`src/hw/rtl/ra_pkg.sv`:
```
// Shared constants, types and codes for the room allocator.
`timescale 1ns / 1ps

package ra_pkg;

   // Built room count and the largest count a request may scan.
   localparam int NUM_ROOMS  = 16;
   localparam int ROOM_LIMIT = (NUM_ROOMS < 16) ? NUM_ROOMS : 16;

   // Field widths.
   localparam int ROOM_W = 4;
   localparam int CNT_W  = 5;
   localparam int TIME_W = 32;
   localparam int FIN_W  = 48;
   localparam int USES_W = 16;
   localparam int WORD_W = USES_W + FIN_W;

   localparam logic [FIN_W-1:0]  FINISH_MAX = '1;
   localparam logic [USES_W-1:0] USES_MAX   = '1;

   // Configuration port.
   localparam int CSR_AW = 3;
   localparam int CSR_DW = 32;
   localparam logic [0:0]       REG_ROOM_COUNT = 1'b0;
   localparam logic [CNT_W-1:0] ROOM_COUNT_RST = CNT_W'(16);

   typedef enum logic [1:0] {
      ST_IDLE,
      ST_SCAN,
      ST_DRAIN,
      ST_COMMIT
   } ra_state_type;

   // Controller to datapath.
   typedef struct packed {
      logic              load;
      logic              issue;
      logic [ROOM_W-1:0] rd_addr;
      logic              commit;
   } ra_cmd_type;

   // Datapath to controller.
   typedef struct packed {
      logic [CNT_W-1:0] active_rooms;
      logic             out_busy;
   } ra_stat_type;

endpackage

```
`src/hw/rtl/ra_ctrl.sv`:
```
// Sequencer: accepts a request, walks the room table, then commits.
`timescale 1ns / 1ps

module ra_ctrl
   import ra_pkg::*;
(
   input  logic        clock,
   input  logic        reset,
   input  logic        req_valid,
   output logic        req_ready,
   input  ra_stat_type stat,
   output ra_cmd_type  cmd
);

   ra_state_type     state_ff, state_in;
   logic [CNT_W-1:0] scan_ff, scan_in;
   logic [CNT_W-1:0] scan_next;

   always_ff @(posedge clock) begin
      if (reset) begin
         state_ff <= ST_IDLE;
         scan_ff  <= '0;
      end else begin
         state_ff <= state_in;
         scan_ff  <= scan_in;
      end
   end

   assign scan_next = scan_ff + CNT_W'(1);

   always_comb begin
      state_in    = state_ff;
      scan_in     = scan_ff;
      req_ready   = 1'b0;
      cmd.load    = 1'b0;
      cmd.issue   = 1'b0;
      cmd.rd_addr = scan_ff[ROOM_W-1:0];
      cmd.commit  = 1'b0;
      case (state_ff)
         ST_IDLE: begin
            req_ready = 1'b1;
            if (req_valid) begin
               cmd.load = 1'b1;
               scan_in  = '0;
               state_in = ST_SCAN;
            end
         end
         ST_SCAN: begin
            cmd.issue = 1'b1;
            scan_in   = scan_next;
            if (scan_next == stat.active_rooms) begin
               state_in = ST_DRAIN;
            end
         end
         ST_DRAIN: begin
            // last read entry is evaluated here
            state_in = ST_COMMIT;
         end
         ST_COMMIT: begin
            if (!stat.out_busy) begin
               cmd.commit = 1'b1;
               state_in   = ST_IDLE;
            end
         end
         default: begin
            state_in = ST_IDLE;
         end
      endcase
   end

endmodule

```
`config.mk`:
```
export PLATFORM = sky130hd
export DESIGN_NAME = ra_ctrl
export DESIGN_NICKNAME = d
export VERILOG_FILES = /design/src/hw/rtl/ra_pkg.sv /design/src/hw/rtl/ra_ctrl.sv
export SDC_FILE = /design/constraint.sdc
export NUM_CORES = 1
export LEC_CHECK = 0
export ABC_AREA = 1
export BUFFER_PORTS_ARGS = -buffer_cell sky130_fd_sc_hd__buf_2
export CAP_MARGIN = 20
export CORE_MARGIN = 4
export CORE_UTILIZATION = 25
export DETAILED_ROUTE_END_ITERATION = 10
export MAX_ROUTING_LAYER = met4
export SYNTH_ARGS = -nofsm -noshare
export SYNTH_HDL_FRONTEND = slang
export SYNTH_SLANG_ARGS = --single-unit
```
`constraint.sdc`:
```
create_clock -name clock -period 3.6 [get_ports clock]
set_clock_uncertainty 0.1 [all_clocks]
set_input_delay 0.54 -clock clock [delete_from_list [all_inputs] [get_ports clock]]
set_output_delay 0.54 -clock clock [all_outputs]
set_load 0.01 [all_outputs]
```
==> flow_summary.yaml, run 1 <==
min_path:
  worstHoldPathType: "register to register"
  worstHoldStart: "scan_ff[4]"
sta:
  rsz0062_at_grt: "no"
  setup_viol: 0
  max_freq_mhz: 546
  fin_setup_tns_ns: 0
  slew_viol_final: 0
  period_share_pct: 50.9
  slew_headroom_pct: 74.6
  final-hold-violation-count: 0
  min_period_ns: 1.83
  worst_slew_pin_slew_ns: 0.382
floorplan:
  die_x_um: 55.1
  start_util_pct: 27.1
  die_area_mm2: 0.00303
  pin_count: 17
  die_y_um: 55.1
  std_cell_rows: 16
  core_mm2: 0.00204
worst_setup_path:
  worstSetupEndpointType: "output port"
  crit_path_start: "state_ff[0]"
  reg2reg_from: "scan_ff[0]"
  worstPathMaxFanout: 4
  start_kind: "register"
  worstPathArrival_ns: 1.19
  crit_type: "register to output port"
  required_ns: 2.96
clock_tree:
  ctsResizeCount: 0
  cts_max_level: 1
  clk_pin_slew_ns: 0.06
  clock_latency_ns: 0.25
  postCtsSetupBuffers: 0
  cts_sinks: 7
  cts-root-buf: "clkbuf_4"
  holdBufCountCts: 0
  cts_max_path_buffers: 2
  cts_buffers: 3
  cts_tree: "done"
synth:
  yosysMostFrequentCell: "nand2_1"
  ys_seq_area_share_pct: 25.3
  yosysTopAreaCell: "dfxtp_1"
  ys_top_cells_by_count: "28 x nand2_1, 17 x inv_1, 11 x nor2_1"
  post_synth.cell_area_avg_um2: 5.96
  postSynthCellCount: 93
  synth_edf_count: 0
  yosys.cell_types.count: 12
  ys_ff_latch: 7
  synth.top_cell.area_share_pct: 25.3
  ys_warn_count: 0
  ys.flop_type: "dfxtp_1"
  synth.cell_area_um2: 554
  synthTopCellsByArea: "dfxtp_1 25%, nand2_1 19%, inv_1 12%, ha_1 11%, nor2_1 7.4%"
  ys_async_sr_fraction_pct: 0
  synth_fp_nets: 107
drt:
  vias: 579
  dr.pass1.iters: 4
  post_drt_wl_per_cell_um: 8.77
  finalWirelength_mm: 1.19
  drc: 0
  vias_per_cell: 4.26
  drt_iter0_drc: 8
  detail-route-antenna-nets: 0
layout:
  syn_to_final_growth_pct: 19.9
  utilization_pct: 32.5
  multi_input_area_um2: 320
  finalInstanceArea_um2: 664
  nNetsFinal: 124
  drive_above_1_share_pct: 18.3
  regArea_um2: 140
  antenna_cells: 0
  fill_cells: 236
global_route:
  grt_max_degree: 9
  grt_pass1_vias: 474
  grt.overflow.total: 0
  grt.total_usage_pct: 8.92
  antenna_found_initial: 0
  grt_first_pass_wirelength_mm: 1.86
placed_design:
  postPlaceCellArea_um2: 638
  dp_hpwl_um: 975
  gp_congestion: 0.758
  io_buffers: 16
run:
  maxCapViolations: 0
power_and_ir_drop:
  p_per_area_mw_per_mm2: 579
  leakage_nw: 0.355
  ir_worst_vdd_uv: 193
run_status:
  outcome: "finished, final reports clean"
worst max-delay path, stage by stage, from the launching register on:
cell and delay, ns:
dfxtp_1 0.38, inv_1 0.08, ha_1 0.24, nand2_1 0.07, inv_1 0.05, buf_2 0.13
worst paths after layout:
path | end | slack [ns] | cells past startpoint
worst max-delay path | cmd[6] | 1.77 | 5
worst min-delay path | scan_ff[4] | 0.39 | 2
worst max register to register | state_ff[0] | 1.90 | 12
worst min register to register | scan_ff[4] | 0.39 | 2
sequential cells by signal, indices dropped and copies added (netlist names):
signal,flops
state_ff,2
scan_ff,5
power by group:
group	switching [mW]	internal (mW)	leakage (nW)
sequential	0.0206	0.0939	0.0571
clock	0.0318	0.0425	0.0150
combinational	0.120	0.0759	0.283
total	0.172	0.212	0.355
final cells by class:
type,instances,area share [%]
multi-input combinational,65,48.2
sequential,7,21.1
timing repair buffer,16,12.1
inverter,17,9.60
tap,27,5.08
clock buffer,4,3.95
routing by layer:
metal	part of all wire (%)	GRT usage [%]	vias to the layer above
li1	-	-	316
met1	47	9.35	256
met2	50	15.2	5
met3	1.3	0.804	2
met4	1.6	7.29	0
met5	0	-	-
cell families after synthesis:
logic type | Yosys count | share of synthesized area [%]
adder cells (fa/ha/maj) | 5 | 11.3
AO/OA/AOI/OAI | 9 | 8.13
AND/OR/NAND/NOR | 51 | 38.4
buffers and inverters | 21 | 16.9
flip-flops | 7 | 25.3
per-stage QoR:
| step | worst slack, ns | power [mW] | std cells | hold WS [ns] |
|---|---|---|---|---|
| 2_1_floorplan | 2.11 | 0.263 | 93 | 0.352 |
| 3_3_place_gp | 1.88 | 0.311 | 132 | 0.376 |
| 3_5_place_dp | 1.89 | 0.315 | 132 | 0.379 |
| 4_1_cts | 1.75 | 0.392 | 136 | 0.389 |
| 5_1_grt | 1.68 | 0.425 | 136 | 0.410 |
| 6_report | 1.77 | 0.385 | 136 | 0.391 |
layout by cell type (no fill, tap or decap), drive strengths merged:
cell type,Yosys,final
a21oi,8,8
buf,4,16
clkbuf,0,4
dfxtp,7,7
ha,5,5
inv,17,17
nand2,29,29
nand3,8,8
nand3b,1,1
nand4,2,2
nor2,11,11
o21ai,1,1
Note: power is estimated with default switching activity, not from simulation.
==> run 2: changes to the inputs <==
- clock period: 3.6 -> 1.55 ns (I/O delays scaled with it)
==> run 2 against run 1 <==
Clock power up 130%. Via count up 4.7%. Sequential share of layout area down 1.9 points. Critical path type is now register to register. Hold slack worse by 0.28 ns. Global-route usage up 1.5 points. Clock-buffer cell count unchanged. Highest routed layer unchanged.
==> flow_summary.yaml, run 2 (synthesized netlist as in run 1, its figures left out) <==
worst_setup_path:
  regToRegSetupSlack_ns: 0.009
  worstSetupEndpointType: "register"
  start_kind: "register"
  crit_path_top_delay_cell: "dfxtp_2"
  required_ns: 1.59
  worstPathMaxFanout: 4
  worstPathArrival_ns: 1.58
  crit_chain: "ha_4 -> inv_2 -> nand2_1 -> nand2_1 -> nor2_1 -> nand2_1 -> nor2_1 -> nand3_1 -> nand2_2 -> nand3_2 -> nand2_1 -> nor2_1"
  crit_type: "register to register"
  crit_family: "simple AND/OR/NAND/NOR gates"
  crit_top_cell: "nand2_1"
  path_buf_inv: 1
  slowest_delay_ns: 0.34
global_route:
  grt.overflow.total: 0
  grt.total_usage_pct: 10.4
  grt_first_pass_wirelength_mm: 2.16
  grt_pass1_vias: 566
  grt_max_degree: 9
  antenna_found_initial: 0
sta:
  period_share_pct: 99.4
  min_period_ns: 1.54
  max_freq_mhz: 649
  fin_setup_tns_ns: 0
  setup_viol: 0
  slew_headroom_pct: 83.3
  worst_slew_pin_slew_ns: 0.250
  final-hold-violation-count: 0
  slew_viol_final: 0
  setup_ws_ns: 0.00921
  rsz0062_at_grt: "yes"
power_and_ir_drop:
  p_int_mw: 0.603
  power_frac_comb_pct: 60.5
  power_mw: 1.07
  leakage_nw: 0.387
  p_per_area_mw_per_mm2: 1440
  clock_power_share_pct: 16.1
  seqPwrFrac_pct: 23.4
  ir_worst_vdd_uv: 483
  netSwitchingFraction_pct: 43.6
  p_sw_mw: 0.466
floorplan:
  core_mm2: 0.00204
  start_util_pct: 27.1
  die_x_um: 55.1
  die_area_mm2: 0.00303
  die_y_um: 55.1
  std_cell_rows: 16
  pin_count: 17
layout:
  drive_above_1_share_pct: 30.4
  layout_commonest_cell: "nand2_1"
  syn_to_final_growth_pct: 34.1
  regMostFlops: "scan_ff"
  fill_cells: 232
  largest_register_ffs: 5
  nNetsFinal: 130
  antenna_cells: 0
  largestRegisters: "scan_ff x5, state_ff x2"
  final_cell_mix: "28 x nand2_1, 16 x inv_1, 16 x buf_2, 10 x nor2_1, 7 x a21oi_1"
  finalInstanceArea_um2: 743
placed_design:
  io_buffers: 16
  postPlaceCellArea_um2: 676
  dp_hpwl_mm: 1.12
  pre_cts_ws_ns: -0.0264
  gp_congestion: 0.713
drt:
  post_drt_wl_per_cell_um: 9.57
  dr.pass1.iters: 3
  drt_iter0_drc: 6
  detail-route-antenna-nets: 0
  finalWirelength_mm: 1.36
  vias: 606
  drc: 0
  vias_per_cell: 4.27
clock_tree:
  cts_max_level: 1
  cts_max_path_buffers: 2
  clk_pin_slew_ns: 0.06
  cts-root-buf: "clkbuf_4"
  cts_buffers: 3
  clock_latency_ns: 0.25
  cts_tree: "done"
  cts_sinks: 7
min_path:
  worstHoldPathType: "input port to register"
run_status:
  outcome: "finished, final reports clean"
run:
  maxCapViolations: 0
-- run 2: cell types whose count changed in the layout (fill, tap and decap cells not counted), moves of 2 or more --
cell     change
nand3_2      +2
dfxtp_1      -2
nand3_1      -2
dfxtp_2      +2
ha_1         -2
buf_4        +6
-- run 2: power by group through the flow --
stage	clock network, mW	registers [mW]	logic (mW)
floorplan	0	0.256	0.354
global placement	0	0.246	0.555
detailed placement	0	0.248	0.573
CTS	0.178	0.252	0.642
global route	0.188	0.255	0.729
finish	0.173	0.250	0.647
-- run 2: through the flow --
step | cells | util, % | hold WS (ns)
after floorplan | 93 | - | 0.202
after global placement | 137 | 33.1 | 0.373
after detailed placement | 137 | 33.1 | 0.376
after CTS | 142 | 36.2 | 0.110
after global routing | 142 | 36.4 | 0.112
final | 142 | 36.4 | 0.106
-- run 2: what timing repair did --
action                                  4_1_cts  5_1_grt
setup buffers                                 1        0
pin swaps                                     5        2
resized for setup                             7        3
hold buffers                                  0        0
endpoints found under the setup margin        2        5
-- run 2: metal layers --
metal  global-route usage (%)  share of wire (%)
met5                        -                  0
met4                     6.07                1.9
met2                     18.7                 53
met1                     11.2                 43
met3                    0.804                1.5
-- run 2: final timing paths --
path | from | to | cells past startpoint
setup / recovery | scan_ff[1] | state_ff[1] | 12
hold / removal | reset | scan_ff[1] | 2
setup reg to reg | scan_ff[1] | state_ff[1] | 12
hold reg to reg | scan_ff[4] | scan_ff[4] | 2
-- run 2: final cells by class --
| type | count | area, µm² | area share (%) |
|---|---|---|---|
| Clock buffer | 4 | 26.3 | 3.54 |
| Inverter | 17 | 63.8 | 8.59 |
| Multi-Input combinational cell | 65 | 352 | 47.3 |
| Sequential cell | 7 | 143 | 19.2 |
| Tap cell | 27 | 33.8 | 4.55 |
| Timing Repair Buffer | 22 | 125 | 16.8 |
-- run 2: worst reg2reg max path, stage by stage (launching register included) --
cell	delay, ns
dfxtp_2	0.34
ha_4	0.27
inv_2	0.03
nand2_1	0.04
nand2_1	0.04
nor2_1	0.09
nand2_1	0.06
nor2_1	0.08
nand3_1	0.08
nand2_2	0.10
nand3_2	0.07
nand2_1	0.08
nor2_1	0.04
