==> src/hw/rtl/ra_pkg.sv <==
// Shared constants, types and codes for the room allocator.
`timescale 1ns / 1ps

package ra_pkg;

   // Built room count and the largest count a request may scan.
   localparam int NUM_ROOMS  = 16;
   localparam int ROOM_LIMIT = (NUM_ROOMS < 16) ? NUM_ROOMS : 16;

   // Field widths.
   localparam int ROOM_W = 4;
   localparam int CNT_W  = 5;
   localparam int TIME_W = 32;
   localparam int FIN_W  = 48;
   localparam int USES_W = 16;
   localparam int WORD_W = USES_W + FIN_W;

   localparam logic [FIN_W-1:0]  FINISH_MAX = '1;
   localparam logic [USES_W-1:0] USES_MAX   = '1;

   // Configuration port.
   localparam int CSR_AW = 3;
   localparam int CSR_DW = 32;
   localparam logic [0:0]       REG_ROOM_COUNT = 1'b0;
   localparam logic [CNT_W-1:0] ROOM_COUNT_RST = CNT_W'(16);

   typedef enum logic [1:0] {
      ST_IDLE,
      ST_SCAN,
      ST_DRAIN,
      ST_COMMIT
   } ra_state_type;

   // Controller to datapath.
   typedef struct packed {
      logic              load;
      logic              issue;
      logic [ROOM_W-1:0] rd_addr;
      logic              commit;
   } ra_cmd_type;

   // Datapath to controller.
   typedef struct packed {
      logic [CNT_W-1:0] active_rooms;
      logic             out_busy;
   } ra_stat_type;

endpackage

==> src/hw/rtl/ra_dp.sv <==
// Datapath: room table, scan compare, commit arithmetic, CSR and result register.
`timescale 1ns / 1ps

module ra_dp
   import ra_pkg::*;
(
   input  logic              clock,
   input  logic              reset,
   input  ra_cmd_type        cmd,
   output ra_stat_type       stat,
   input  logic [TIME_W-1:0] req_start_time,
   input  logic [TIME_W-1:0] req_end_time,
   output logic              rsp_valid,
   input  logic              rsp_ready,
   output logic [ROOM_W-1:0] rsp_assigned_room,
   output logic [FIN_W-1:0]  rsp_finish_time,
   output logic              rsp_was_delayed,
   output logic [ROOM_W-1:0] rsp_best_room,
   input  logic              csr_psel,
   input  logic              csr_penable,
   input  logic              csr_pwrite,
   input  logic [CSR_AW-1:0] csr_paddr,
   input  logic [CSR_DW-1:0] csr_pwdata,
   output logic [CSR_DW-1:0] csr_prdata,
   output logic              csr_pready
);

   // room table: {uses, finish} per room, valid bit means written since reset
   logic [WORD_W-1:0]    room_mem [NUM_ROOMS];
   logic [NUM_ROOMS-1:0] room_vld_ff;

   logic [CNT_W-1:0]  room_count_ff;
   logic [TIME_W-1:0] start_ff, end_ff, dur_ff;

   logic [WORD_W-1:0] rd_word_ff;
   logic              rd_hit_ff, rd_vld_ff;
   logic [ROOM_W-1:0] rd_idx_ff;

   logic              found_ff;
   logic [ROOM_W-1:0] free_room_ff, min_room_ff;
   logic [USES_W-1:0] free_uses_ff, min_uses_ff;
   logic [FIN_W-1:0]  min_fin_ff;

   logic [ROOM_W-1:0] top_room_ff;
   logic [USES_W-1:0] top_uses_ff;

   logic              rsp_valid_ff;
   logic [ROOM_W-1:0] rsp_room_ff, rsp_best_ff;
   logic [FIN_W-1:0]  rsp_fin_ff;
   logic              rsp_delay_ff;

   logic [FIN_W-1:0]  ent_fin;
   logic [USES_W-1:0] ent_uses;
   logic [FIN_W:0]    fin_sum;
   logic [FIN_W-1:0]  fin_new;
   logic [ROOM_W-1:0] sel_room;
   logic [USES_W-1:0] sel_uses, uses_new;
   logic              top_take;
   logic              csr_wr;

   // ---------------- configuration
   assign csr_wr     = csr_psel & csr_penable & csr_pwrite;
   assign csr_pready = 1'b1;
   assign csr_prdata = (csr_paddr[2] == REG_ROOM_COUNT) ?
                       CSR_DW'(room_count_ff) : '0;

   always_ff @(posedge clock) begin
      if (reset) begin
         room_count_ff <= ROOM_COUNT_RST;
      end else if (csr_wr && csr_paddr[2] == REG_ROOM_COUNT) begin
         room_count_ff <= csr_pwdata[CNT_W-1:0];
      end
   end

   always_comb begin
      if (room_count_ff == '0) begin
         stat.active_rooms = CNT_W'(1);
      end else if (room_count_ff > CNT_W'(ROOM_LIMIT)) begin
         stat.active_rooms = CNT_W'(ROOM_LIMIT);
      end else begin
         stat.active_rooms = room_count_ff;
      end
      stat.out_busy = rsp_valid_ff & ~rsp_ready;
   end

   // ---------------- request capture
   always_ff @(posedge clock) begin
      if (cmd.load) begin
         start_ff <= req_start_time;
         end_ff   <= req_end_time;
         dur_ff   <= (req_end_time > req_start_time) ?
                     req_end_time - req_start_time : '0;
      end
   end

   // ---------------- table read, registered
   always_ff @(posedge clock) begin
      if (cmd.issue) begin
         rd_word_ff <= room_mem[cmd.rd_addr];
         rd_idx_ff  <= cmd.rd_addr;
      end
   end

   always_ff @(posedge clock) begin
      if (reset) begin
         rd_vld_ff <= 1'b0;
         rd_hit_ff <= 1'b0;
      end else begin
         rd_vld_ff <= cmd.issue;
         rd_hit_ff <= room_vld_ff[cmd.rd_addr];
      end
   end

   assign ent_fin  = rd_hit_ff ? rd_word_ff[FIN_W-1:0] : '0;
   assign ent_uses = rd_hit_ff ? rd_word_ff[WORD_W-1:FIN_W] : '0;

   // ---------------- scan: first free room, earliest finish
   always_ff @(posedge clock) begin
      if (cmd.load) begin
         found_ff <= 1'b0;
      end else if (rd_vld_ff) begin
         if (!found_ff && ent_fin <= FIN_W'(start_ff)) begin
            found_ff     <= 1'b1;
            free_room_ff <= rd_idx_ff;
            free_uses_ff <= ent_uses;
         end
         // strict less-than keeps the lower index on ties
         if (rd_idx_ff == '0 || ent_fin < min_fin_ff) begin
            min_room_ff <= rd_idx_ff;
            min_fin_ff  <= ent_fin;
            min_uses_ff <= ent_uses;
         end
      end
   end

   // ---------------- commit arithmetic
   assign sel_room = found_ff ? free_room_ff : min_room_ff;
   assign sel_uses = found_ff ? free_uses_ff : min_uses_ff;
   assign fin_sum  = {1'b0, min_fin_ff} + (FIN_W + 1)'(dur_ff);

   always_comb begin
      if (found_ff) begin
         fin_new = FIN_W'(end_ff);
      end else if (fin_sum[FIN_W]) begin
         fin_new = FINISH_MAX;
      end else begin
         fin_new = fin_sum[FIN_W-1:0];
      end
   end

   assign uses_new = (sel_uses == USES_MAX) ? sel_uses : sel_uses + USES_W'(1);
   assign top_take = (uses_new > top_uses_ff) ||
                     (uses_new == top_uses_ff && sel_room < top_room_ff);

   always_ff @(posedge clock) begin
      if (cmd.commit) begin
         room_mem[sel_room] <= {uses_new, fin_new};
      end
   end

   always_ff @(posedge clock) begin
      if (reset) begin
         room_vld_ff <= '0;
         top_room_ff <= '0;
         top_uses_ff <= '0;
      end else if (cmd.commit) begin
         room_vld_ff[sel_room] <= 1'b1;
         if (top_take) begin
            top_room_ff <= sel_room;
            top_uses_ff <= uses_new;
         end
      end
   end

   // ---------------- result register
   always_ff @(posedge clock) begin
      if (reset) begin
         rsp_valid_ff <= 1'b0;
      end else if (cmd.commit) begin
         rsp_valid_ff <= 1'b1;
      end else if (rsp_ready) begin
         rsp_valid_ff <= 1'b0;
      end
   end

   always_ff @(posedge clock) begin
      if (cmd.commit) begin
         rsp_room_ff  <= sel_room;
         rsp_fin_ff   <= fin_new;
         rsp_delay_ff <= ~found_ff;
         rsp_best_ff  <= top_take ? sel_room : top_room_ff;
      end
   end

   assign rsp_valid         = rsp_valid_ff;
   assign rsp_assigned_room = rsp_room_ff;
   assign rsp_finish_time   = rsp_fin_ff;
   assign rsp_was_delayed   = rsp_delay_ff;
   assign rsp_best_room     = rsp_best_ff;

endmodule

==> config.mk <==
export PLATFORM = sky130hd
export DESIGN_NAME = ra_dp
export DESIGN_NICKNAME = d
export VERILOG_FILES = /design/src/hw/rtl/ra_pkg.sv /design/src/hw/rtl/ra_dp.sv
export SDC_FILE = /design/constraint.sdc
export NUM_CORES = 1
export LEC_CHECK = 0
export BUFFER_PORTS_ARGS = -buffer_cell sky130_fd_sc_hd__buf_2
export CAP_MARGIN = 20
export CORE_ASPECT_RATIO = 1.75
export CORE_MARGIN = 1.5
export CORE_UTILIZATION = 50
export CTS_BUF_LIST = sky130_fd_sc_hd__clkbuf_16
export CTS_CLUSTER_SIZE = 40
export DETAILED_ROUTE_END_ITERATION = 12
export PLACE_DENSITY = 0.69
export RECOVER_POWER = 50
export SLEW_MARGIN = 10
export SYNTH_ARGS = -nofsm -noshare
export SYNTH_HDL_FRONTEND = slang
export SYNTH_SLANG_ARGS = --single-unit
==> constraint.sdc <==
create_clock -name clock -period 7.6 [get_ports clock]
set_clock_uncertainty 0.1 [all_clocks]
set_input_delay 1.14 -clock clock [delete_from_list [all_inputs] [get_ports clock]]
set_output_delay 1.14 -clock clock [all_outputs]
set_load 0.02 [all_outputs]
==> results of run 1 <==
==> logic make-up (layout without fill, tap and decap cells) <==
group                      Yosys count  count (layout)  synth area share
muxes                              377             377             0.136
AOI/OAI and AO/OA                  383             383            0.0460
DFF                               1378            1378             0.705
other                                2              29          0.000129
and+or+nand+nor                    514             514            0.0452
buffers and inverters              311             635            0.0229
adders and majority gates          165             165            0.0358
xor gates and xnor gates            60              60           0.00906
==> worst max path at each step <==
| stage | depth (start not counted) | from | endpoint | slack [ns] |
|---|---|---|---|---|
| 2_1_floorplan | 12 | rd_hit_ff | min_fin_ff[0] | 1.24 |
| 3_3_place_gp | 17 | found_ff | top_uses_ff[2] | 1.93 |
| 3_5_place_dp | 17 | found_ff | top_uses_ff[3] | 1.81 |
| 4_1_cts | 17 | found_ff | top_uses_ff[1] | 1.81 |
| 5_1_grt | 4 | cmd[2] | rd_word_ff[44] | 0.98 |
| 6_report | 4 | cmd[2] | rd_word_ff[44] | 1.18 |
==> flip-flops by register name (all words and copies together), names as in the netlist, 4 cells and up <==
| signal | flops |
|---|---|
| dur_ff | 32 |
| end_ff | 32 |
| free_room_ff | 4 |
| free_uses_ff | 16 |
| min_fin_ff | 48 |
| min_room_ff | 4 |
| min_uses_ff | 16 |
| rd_idx_ff | 4 |
| rd_word_ff | 64 |
| room_count_ff | 5 |
| room_mem | 1024 |
| room_vld_ff | 16 |
| rsp_assigned_room | 4 |
| rsp_best_room | 4 |
| rsp_finish_time | 48 |
| start_ff | 32 |
| top_room_ff | 4 |
| top_uses_ff | 16 |
==> per-layer routing <==
metal  GRT usage  share of wire  vias to the layer above
met3      0.0301          0.051                      243
met4      0.0920          0.040                        0
met2       0.421           0.53                     1018
met1       0.287           0.37                    15700
li1            -              -                    13200
met5           0              0                        -
==> final cells by class <==
type                       count  area [um^2]
fill                        8804        50700
sequential                  1378        40900
multi-input combinational   1527        16000
clock buffer                 119         2980
tap                         1503         1880
timing repair buffer         252         1320
clock inverter               103          963
inverter                     161          604
antenna                        1         2.50
==> power by group through the flow <==
stage,combinational (mW),sequential [mW],clock [mW]
6_report,1.68,8.96,6.16
5_1_grt,1.82,8.98,6.55
4_1_cts,1.69,8.95,6.29
3_5_place_dp,1.68,9.11,0
3_3_place_gp,1.64,9.11,0
2_1_floorplan,1.02,9.13,0
==> cells in the mapped netlist (17+ instances only) <==
library cell / number / area share
a21o_1: 57 / 0.0074
a21oi_1: 99 / 0.0085
a2bb2oi_1: 17 / 0.0026
a31oi_1: 18 / 0.0019
and2_1: 73 / 0.0079
buf_1: 19 / 0.0012
buf_4: 31 / 0.0040
clkbuf_1: 81 / 0.0052
dfxtp_1: 45 / 0.016
edfxtp_1: 1333 / 0.69
ha_1: 163 / 0.035
inv_1: 160 / 0.010
mux2i_1: 46 / 0.0079
mux4_2: 325 / 0.13
nand2_1: 85 / 0.0055
nand2b_1: 18 / 0.0019
nand3_1: 33 / 0.0028
nand4_1: 27 / 0.0029
nor2_1: 158 / 0.010
nor2b_1: 28 / 0.0030
nor3_1: 26 / 0.0022
o21ai_0: 66 / 0.0057
xnor2_1: 32 / 0.0048
xor2_1: 28 / 0.0042
==> critical path: cells and delay by family <==
family / cells / cell delay, ns
buf+inv: 2 / 4.46
mux: 2 / 0.96
==> qor.csv, run 1 <==
stage,metric,value,unit
cts,hold_buffers,0,
layout,area_growth,11.4,%
run_status,status,"finished, violations left",
pwr,powerDensity,260,nW/um^2
cts,cts_tree,built,
floorplanning,die_h,454,um
layout,layout_commonest_cell,edfxtp_1,
global_route,overflow,0,
detailed_routing,routed_via_density,5.98,
floorplanning,ioPinCount,209,
placed_design,dp_hpwl,81900,um
placed_design,numPlacedInstances,4814,
global_route,grt_max_degree,123,
synthesis,ys_warn_count,0,
timing,post-route-period-util,0.845,
critical_path,path_class,in -> reg,
layout,layout.nets,3714,
global_route,grt_pass1_wl,201000,um
cts,clk_latency,0.74,ns
critical_path,crit_required,7.94,ns
critical_path,startpoint_type,input port,
floorplanning,initial_core_util,0.503,
worst_hold_path,hold_depth,2,
timing,finalSetupViolations,0,
cts,cts_sinks,1378,
cts,cts_resized,0,
synthesis,netlist_area,58000,um^2
cts,htree_levels,3,
detailed_routing,dr_total_vias,30200,
critical_path,worstRegToRegCells,11,
cts,cts_setup_buffers,0,
placed_design,placed_cell_area,61100,um^2
worst_hold_path,hp-start,top_uses_ff[15],
floorplanning,fp.dieW,261,um
synthesis,synth_ff_type,edfxtp_1,
critical_path,max_stage_delay,3.37,ns
critical_path,cp_data_arrival_time,6.76,ns
timing,slew_viol_final,1219,
layout,instances_no_fill,5044,
placed_design,gp_congestion,0.918,
synthesis,synth_edf_count,1333,
layout,finish.utilization,0.560,
job,maxCapViolCount,37,
detailed_routing,first_pass_iters,5,
floorplanning,core,115000,um^2
global_route,grt_pass1_vias,31200,
critical_path,r2r_end,min_uses_ff[12],
pwr,switching_power,3.93,mW
timing,max_slew.worst_pin.slew,4.99,ns
timing,whs,0.366,ns
synthesis,ys_seq_area_frac,0.705,
cts,clockBufferDepth,3,
critical_path,crit_slowest_cell,clkbuf_1,
critical_path,cp_max_fo,77,
detailed_routing,drt_wl_total,137000,um
critical_path,r2r_start,rd_hit_ff,
detailed_routing,route.detailed.drc,0,
worst_hold_path,holdPathEnd,top_uses_ff[15],
global_route,groute.usage.overall,0.235,
pwr,power_frac_comb,0.100,
layout,drive_above_1_share,0.186,
floorplanning,fp.dieArea,118000,um^2
floorplanning,num_rows,165,
placed_design,port_buffers,151,
layout,postLayoutCellArea,64700,um^2
pwr,seq_power_share,0.533,
critical_path,reg2reg_slack,1.42,ns
pwr,clock_power_share,0.367,
synthesis,synth-seq-cells,1378,
detailed_routing,drt_iter0_drc,2923,
worst_hold_path,hold_class,reg -> reg,
placed_design,dpl_worst_slack,1.81,ns
synthesis,synth.distinct_cells,90,
cts,cts_root_buf,clkbuf_16,
detailed_routing,ant_nets,0,
critical_path,cp_cell_sequence,"clkbuf_1, clkbuf_2, mux4_2, mux4_2",
cts,cts_buffers,117,
timing,relSlewSlack,-2.33,
detailed_routing,wl_per_cell,27.1,um
timing,worst_slack,1.18,ns
cts,clk_pin_slew,0.07,ns
timing,fmax,156,MHz
synthesis,ys_async_sr_fraction,0,
run_status,violations,"capacitance limit, slew limit",
pwr,swShare,0.234,
synthesis,synth_cells,3190,
timing,finalSetupTns,0,ns
pwr,intPower,12.9,mW
critical_path,cp-end-kind,flop,
global_route,grt_antenna_before_repair,2,
timing,hold_viol_final,0,
pwr,total_power,16.8,mW
pwr,peakVddDrop,0.199,mV
layout,final_cell_mix,"1,333 x edfxtp_1, 325 x mux4_2, 170 x inv_1",
timing,rsz0062_at_grt,no,
synthesis,syn_avg_cell_area,18.2,um^2
critical_path,crit_top_cell,mux4_2,
timing,finalCriticalPeriod,6.42,ns
pwr,power_leakage,22.1,nW
(Power assumes the default switching activity.)
==> inputs of run 2 (changes only) <==
PLACE_DENSITY = 0.71   (was 0.69)
clock period = 5.2 ns   (was 7.6 ns; I/O delays follow)
==> run 2 against run 1 <==
The flow still finishes with violations (capacitance limit, slew limit). Sequential power increased by 46%. Flip-flop and latch count unchanged. Core utilization up 0.26 points. Critical path type is now reg -> reg.
==> qor.csv, run 2 (synthesis results as in run 1) <==
stage,metric,value,unit,change
layout,nFillCells,8699,,-1.2%
pwr,switching_power,5.76,mW,+46%
timing,finalSetupTns,0,ns,unchanged
layout,area_growth,12.0,%,
pwr,powerDensity,376,nW/um^2,+45%
critical_path,worstRegToRegCells,11,,unchanged
run_status,status,"finished, violations left",,
critical_path,worst-path-buf-inv,3,,+1
timing,finalCriticalPeriod,4.96,ns,
pwr,seq_power_share,0.536,,+0.003
critical_path,crit_cells,11,,+7
pwr,power_frac_comb,0.102,,+0.002
floorplanning,num_rows,165,,unchanged
placed_design,port_buffers,151,,unchanged
placed_design,placed_cell_area,61500,um^2,+0.58%
placed_design,numPlacedInstances,4838,,+0.50%
placed_design,dp_hpwl,81900,um,about the same
critical_path,max_stage_delay,1.50,ns,-1.87 ns
worst_hold_path,hp-start,req_end_time[0],,
critical_path,cp-end-kind,flop,,
detailed_routing,wl_per_cell,27.1,um,-0.10%
layout,largest_register,room_mem,,
cts,cts_tree,built,,
layout,drive_above_1_share,0.198,,+0.0120
critical_path,r2r_end,free_uses_ff[14],,
global_route,grt_antenna_before_repair,0,,-2
floorplanning,core,115000,um^2,unchanged
critical_path,reg2reg_slack,0.24,ns,-1.18 ns
layout,layout_commonest_cell,edfxtp_1,,
detailed_routing,ant_nets,0,,unchanged
placed_design,gp_congestion,0.923,,+0.50%
critical_path,crit_required,5.53,ns,-2.41 ns
detailed_routing,route.detailed.drc,0,,unchanged
cts,clk_pin_slew,0.07,ns,about the same
pwr,peakVddDrop,0.254,mV,+27%
worst_hold_path,hold_class,in -> reg,,
floorplanning,fp.dieArea,118000,um^2,unchanged
layout,layout.nets,3736,,+0.59%
detailed_routing,first_pass_iters,5,,unchanged
timing,finalSetupViolations,0,,unchanged
cts,cts_sinks,1378,,unchanged
timing,fmax,201,MHz,
floorplanning,die_h,454,um,unchanged
layout,final_cell_mix,"1,333 x edfxtp_1, 325 x mux4_2, 181 x inv_1",,
floorplanning,fp.dieW,261,um,unchanged
cts,clk_latency,0.74,ns,about the same
detailed_routing,drt_iter0_drc,2686,,-8.1%
critical_path,crit_slowest_cell,dfxtp_1,,
cts,cts_resized,0,,unchanged
layout,largest_register_ffs,1024,,unchanged
timing,post-route-period-util,0.955,,
timing,slew_viol_final,999,,-18%
layout,postLayoutCellArea,65000,um^2,+0.47%
global_route,overflow,0,,unchanged
critical_path,startpoint_type,flop,,
critical_path,path_class,reg -> reg,,
cts,cts_buffers,118,,+0.85%
critical_path,cp_max_fo,34,,-56%
global_route,groute.usage.overall,0.235,,+0.000584
critical_path,path_delay_family,flip-flops,,
floorplanning,initial_core_util,0.503,,unchanged
detailed_routing,drt_wl_total,137000,um,+0.26%
cts,htree_levels,3,,unchanged
timing,hold_viol_final,0,,unchanged
global_route,grt_pass1_vias,31800,,+2.0%
pwr,swShare,0.236,,+0.00194
worst_hold_path,hold_depth,1,,-1
timing,relSlewSlack,-1.76,,+0.567
cts,hold_buffers,0,,unchanged
global_route,grt_max_degree,73,,-41%
timing,rsz0062_at_grt,no,,
pwr,intPower,18.6,mW,+45%
critical_path,cp_data_arrival_time,5.30,ns,-1.46 ns
job,maxCapViolCount,27,,-27%
cts,cts_root_buf,clkbuf_16,,
critical_path,r2r_start,rd_hit_ff,,
cts,clockBufferDepth,3,,unchanged
run_status,violations,"capacitance limit, slew limit",,
timing,max_slew.worst_pin.slew,4.14,ns,-0.851 ns
pwr,clock_power_share,0.362,,-0.005
critical_path,cp_cell_sequence,"buf_4, and2_1, ha_1, and3_1, a221oi_1, o21ai_0, a2111oi_2, buf_4, a22oi_1, nor3_2, buf_12",,
pwr,power_leakage,22.3,nW,+1.1%
critical_path,crit_top_cell,buf_4,,
worst_hold_path,holdPathEnd,end_ff[0],,
cts,cts_setup_buffers,0,,unchanged
floorplanning,ioPinCount,209,,unchanged
detailed_routing,dr_total_vias,30400,,+0.81%
global_route,grt_pass1_wl,201000,um,+0.37%
layout,reg_top3,"room_mem (1024), rd_word_ff (64)",,
detailed_routing,routed_via_density,6.01,,+0.45%
layout,instances_no_fill,5062,,+0.36%
## run 2: cell count changes in the layout (fill, tap and decap cells not counted), moves of 5 or more
cell and change:
and2_1 +25, bufinv_16 -5, and2_0 -25, clkbuf_1 -25
nor2_4 +6, clkbuf_2 +15, buf_12 +12, nor2_1 -8
clkinv_1 -7, inv_1 +11, buf_4 +17
## run 2: cell type report
class / instances / area, um^2 / share of cell area
clock buffer: 122 / 3050 / 0.0470
tap: 1503 / 1880 / 0.0289
sequential: 1378 / 40900 / 0.630
antenna: 1 / 2.50 / 0.0000385
multi-input combinational: 1527 / 16000 / 0.247
timing repair buffer: 273 / 1660 / 0.0256
clock inverter: 97 / 797 / 0.0123
inverter: 161 / 604 / 0.00930
## run 2: power by group through the flow
stage | logic (mW) | registers, mW | clock network (mW)
after global placement | 2.44 | 13.3 | 0
final | 2.49 | 13.1 | 8.83
after detailed placement | 2.50 | 13.3 | 0
after CTS | 2.51 | 13.1 | 8.98
after global routing | 2.69 | 13.1 | 9.35
after floorplan | 1.49 | 13.3 | 0
## run 2: worst max path at each step
stage                     startpoint          endpoint  slack (ns)
final                      rd_hit_ff  free_uses_ff[14]        0.24
after floorplan             found_ff    top_uses_ff[6]        0.18
after global placement      found_ff  rsp_best_room[3]        0.63
after CTS                   found_ff    top_uses_ff[2]        0.46
after detailed placement    found_ff    top_uses_ff[2]        0.51
after global routing       rd_hit_ff   min_uses_ff[11]        0.07
## run 2: routing by layer
| metal | global-route usage | vias up | wire length [um] |
|---|---|---|---|
| li1 | - | 13200 | - |
| met1 | 0.285 | 15800 | 51500 |
| met2 | 0.422 | 1135 | 72800 |
| met3 | 0.0329 | 254 | 7680 |
| met4 | 0.0957 | 0 | 5340 |
| met5 | 0 | - | 0 |
## run 2: per-stage QoR
stage / hold WS (ns) / util / worst slack, ns / total power, mW
detailed placement: 0.356 / 0.533 / 0.510 / 15.8
global route: 0.102 / 0.563 / 0.0700 / 25.2
finish: 0.130 / 0.563 / 0.235 / 24.4
floorplan: 0.335 / - / 0.176 / 14.8
global placement: 0.341 / 0.532 / 0.633 / 15.7
CTS: 0.0806 / 0.566 / 0.459 / 24.6
==> inputs of run 3 (changes only) <==
--- a/config.mk
+++ b/config.mk
@@ -7,5 +7,5 @@
 export LEC_CHECK = 0
 export BUFFER_PORTS_ARGS = -buffer_cell sky130_fd_sc_hd__buf_2
-export CAP_MARGIN = 20
+export CAP_MARGIN = 25
 export CORE_ASPECT_RATIO = 1.75
 export CORE_MARGIN = 1.5
--- a/constraint.sdc
+++ b/constraint.sdc
@@ -3,3 +3,3 @@
 set_input_delay 0.78 -clock clock [delete_from_list [all_inputs] [get_ports clock]]
 set_output_delay 0.78 -clock clock [all_outputs]
-set_load 0.02 [all_outputs]
+set_load 0.005 [all_outputs]
==> run 3 against run 2 <==
The flow still finishes with violations (capacitance limit, slew limit). Total power up 0.99%. Sequential power is essentially flat. Critical path depth is 7 lower. Core utilization up 0.16 points.
==> qor.csv, run 3 (synthesis results as in run 1) <==
stage,metric,value,unit,change
run_status,status,"finished, violations left",,
cts,hold_buffers,0,,unchanged
detailed_routing,first_pass_iters,6,,+1
detailed_routing,dr_total_vias,30300,,-0.26%
critical_path,startpoint_type,input port,,
global_route,grt_pass1_wl,199000,um,-1.1%
global_route,grt_pass1_vias,31700,,-0.36%
floorplanning,fp.dieW,261,um,unchanged
global_route,grt_max_degree,73,,unchanged
layout,layout_commonest_cell,edfxtp_1,,
floorplanning,num_rows,165,,unchanged
timing,post-route-period-util,0.927,,-0.0283
detailed_routing,drt_wl_total,136000,um,-0.89%
layout,drive_above_1_share,0.206,,+0.00757
critical_path,cp_max_fo,50,,+47%
pwr,swShare,0.230,,-0.00588
detailed_routing,routed_via_density,5.98,,-0.46%
detailed_routing,ant_nets,0,,unchanged
cts,clk_latency,0.74,ns,about the same
placed_design,gp_congestion,0.923,,unchanged
detailed_routing,wl_per_cell,26.8,um,-1.1%
critical_path,cp-end-kind,flop,,
timing,finalCriticalPeriod,4.82,ns,-0.147 ns
layout,largest_register,room_mem,,
floorplanning,die_h,454,um,unchanged
pwr,clock_power_share,0.371,,+0.009
global_route,groute.usage.overall,0.233,,-0.00289
critical_path,reg2reg_slack,0.44,ns,+0.20 ns
cts,htree_levels,3,,unchanged
global_route,grt_antenna_before_repair,1,,+1
floorplanning,fp.dieArea,118000,um^2,unchanged
timing,fmax,208,MHz,+3.1%
timing,hold_viol_final,0,,unchanged
floorplanning,core,115000,um^2,unchanged
cts,cts_resized,0,,unchanged
pwr,peakVddDrop,0.243,mV,-4.1%
cts,clockBufferDepth,3,,unchanged
worst_hold_path,hold_class,in -> reg,,
cts,cts_sinks,1378,,unchanged
timing,slew_viol_final,946,,-5.3%
cts,cts_setup_buffers,0,,unchanged
critical_path,cp_data_arrival_time,5.08,ns,-0.22 ns
cts,clk_pin_slew,0.07,ns,about the same
pwr,seq_power_share,0.531,,-0.005
pwr,powerDensity,378,nW/um^2,+0.70%
cts,cts_root_buf,clkbuf_16,,
pwr,power_frac_comb,0.098,,-0.004
critical_path,cp_cell_sequence,"clkbuf_1, nand3_1, nor2_1, buf_12",,
job,maxCapViolCount,28,,+3.7%
timing,rsz0062_at_grt,no,,
pwr,intPower,19.0,mW,+1.8%
global_route,overflow,0,,unchanged
floorplanning,initial_core_util,0.503,,unchanged
timing,relSlewSlack,-1.67,,+0.0962
placed_design,dp_hpwl,82200,um,+0.37%
layout,reg_top3,"room_mem (1024), rd_word_ff (64)",,
timing,finalSetupTns,0,ns,unchanged
critical_path,path_class,in -> reg,,
critical_path,crit_required,5.46,ns,-0.07 ns
detailed_routing,drt_iter0_drc,2923,,+8.8%
floorplanning,ioPinCount,209,,unchanged
pwr,power_leakage,22.4,nW,+0.59%
timing,finalSetupViolations,0,,unchanged
pwr,total_power,24.6,mW,+0.99%
pwr,switching_power,5.67,mW,-1.5%
critical_path,crit_slowest_cell,nor2_1,,
layout,final_cell_mix,"1,333 x edfxtp_1, 325 x mux4_2, 177 x inv_1",,
timing,max_slew.worst_pin.slew,4.00,ns,-0.144 ns
layout,area_growth,12.3,%,
run_status,violations,"capacitance limit, slew limit",,
layout,nFillCells,8677,,-0.25%
placed_design,port_buffers,151,,unchanged
layout,largest_register_ffs,1024,,unchanged
layout,layout.nets,3745,,+0.24%
critical_path,max_stage_delay,1.90,ns,+0.40 ns
cts,cts_buffers,120,,+1.7%
cts,cts_tree,built,,
detailed_routing,route.detailed.drc,0,,unchanged
-- run 3: cell types whose count changed in the layout (fill, tap and decap cells not counted), moves of 6 or more --
cell / previous run / this run
and2_0: 36 / 61
and2_1: 37 / 12
bufinv_16: 11 / 18
clkbuf_1: 137 / 115
clkbuf_2: 20 / 26
buf_4: 74 / 80
buf_2: 20 / 36
-- run 3: layout make-up --
cell class | count | area, um^2 | share of cell area
diodes | 1 | 2.50 | 0.0000384
repair buffers | 280 | 1700 | 0.0261
flip-flops and latches | 1378 | 40900 | 0.628
clock buffers | 121 | 3030 | 0.0465
clock inverters | 101 | 990 | 0.0152
inverters | 161 | 604 | 0.00928
well taps | 1503 | 1880 | 0.0289
multi-input cells | 1527 | 16000 | 0.246
-- run 3: power by group through the flow --
stage / clock network (mW) / registers [mW] / logic [mW]
after floorplan: 0 / 13.3 / 1.47
after global placement: 0 / 13.3 / 2.35
after detailed placement: 0 / 13.3 / 2.43
after CTS: 9.31 / 13.1 / 2.44
after global routing: 9.68 / 13.1 / 2.62
final: 9.15 / 13.1 / 2.41
-- run 3: routing by layer --
| layer | vias to the layer above | GRT usage | wire (um) |
|---|---|---|---|
| met4 | 0 | 0.0935 | 5330 |
| li1 | 13300 | - | - |
| met5 | - | 0 | 0 |
| met2 | 1055 | 0.420 | 72500 |
| met1 | 15800 | 0.280 | 51200 |
| met3 | 255 | 0.0308 | 7030 |
-- run 3: critical path, delay by kind of cell --
kind | cells | cell delay, ns
simple gates | 2 | 2.46
buf+inv | 2 | 1.69
-- run 3: worst paths after layout --
kind | from | to | cells past startpoint
max | cmd[0] | room_mem[3][34] | 4
min | req_start_time[14] | start_ff[14] | 1
max reg2reg | found_ff | top_uses_ff[2] | 18
min reg2reg | room_vld_ff[2] | room_vld_ff[2] | 2
-- run 3: per-stage QoR --
step / worst slack, ns / instances / util / area (um^2) / hold WS [ns]
global route: 0.0888 / 5072 / 0.565 / 65100 / 0.101
CTS: 0.480 / 5064 / 0.568 / 65500 / 0.0769
detailed placement: 0.490 / 4842 / 0.533 / 61500 / 0.354
finish: 0.382 / 5072 / 0.565 / 65100 / 0.131
global placement: 0.633 / 4834 / 0.532 / 61400 / 0.341
floorplan: 0.176 / 3216 / - / 58100 / 0.335
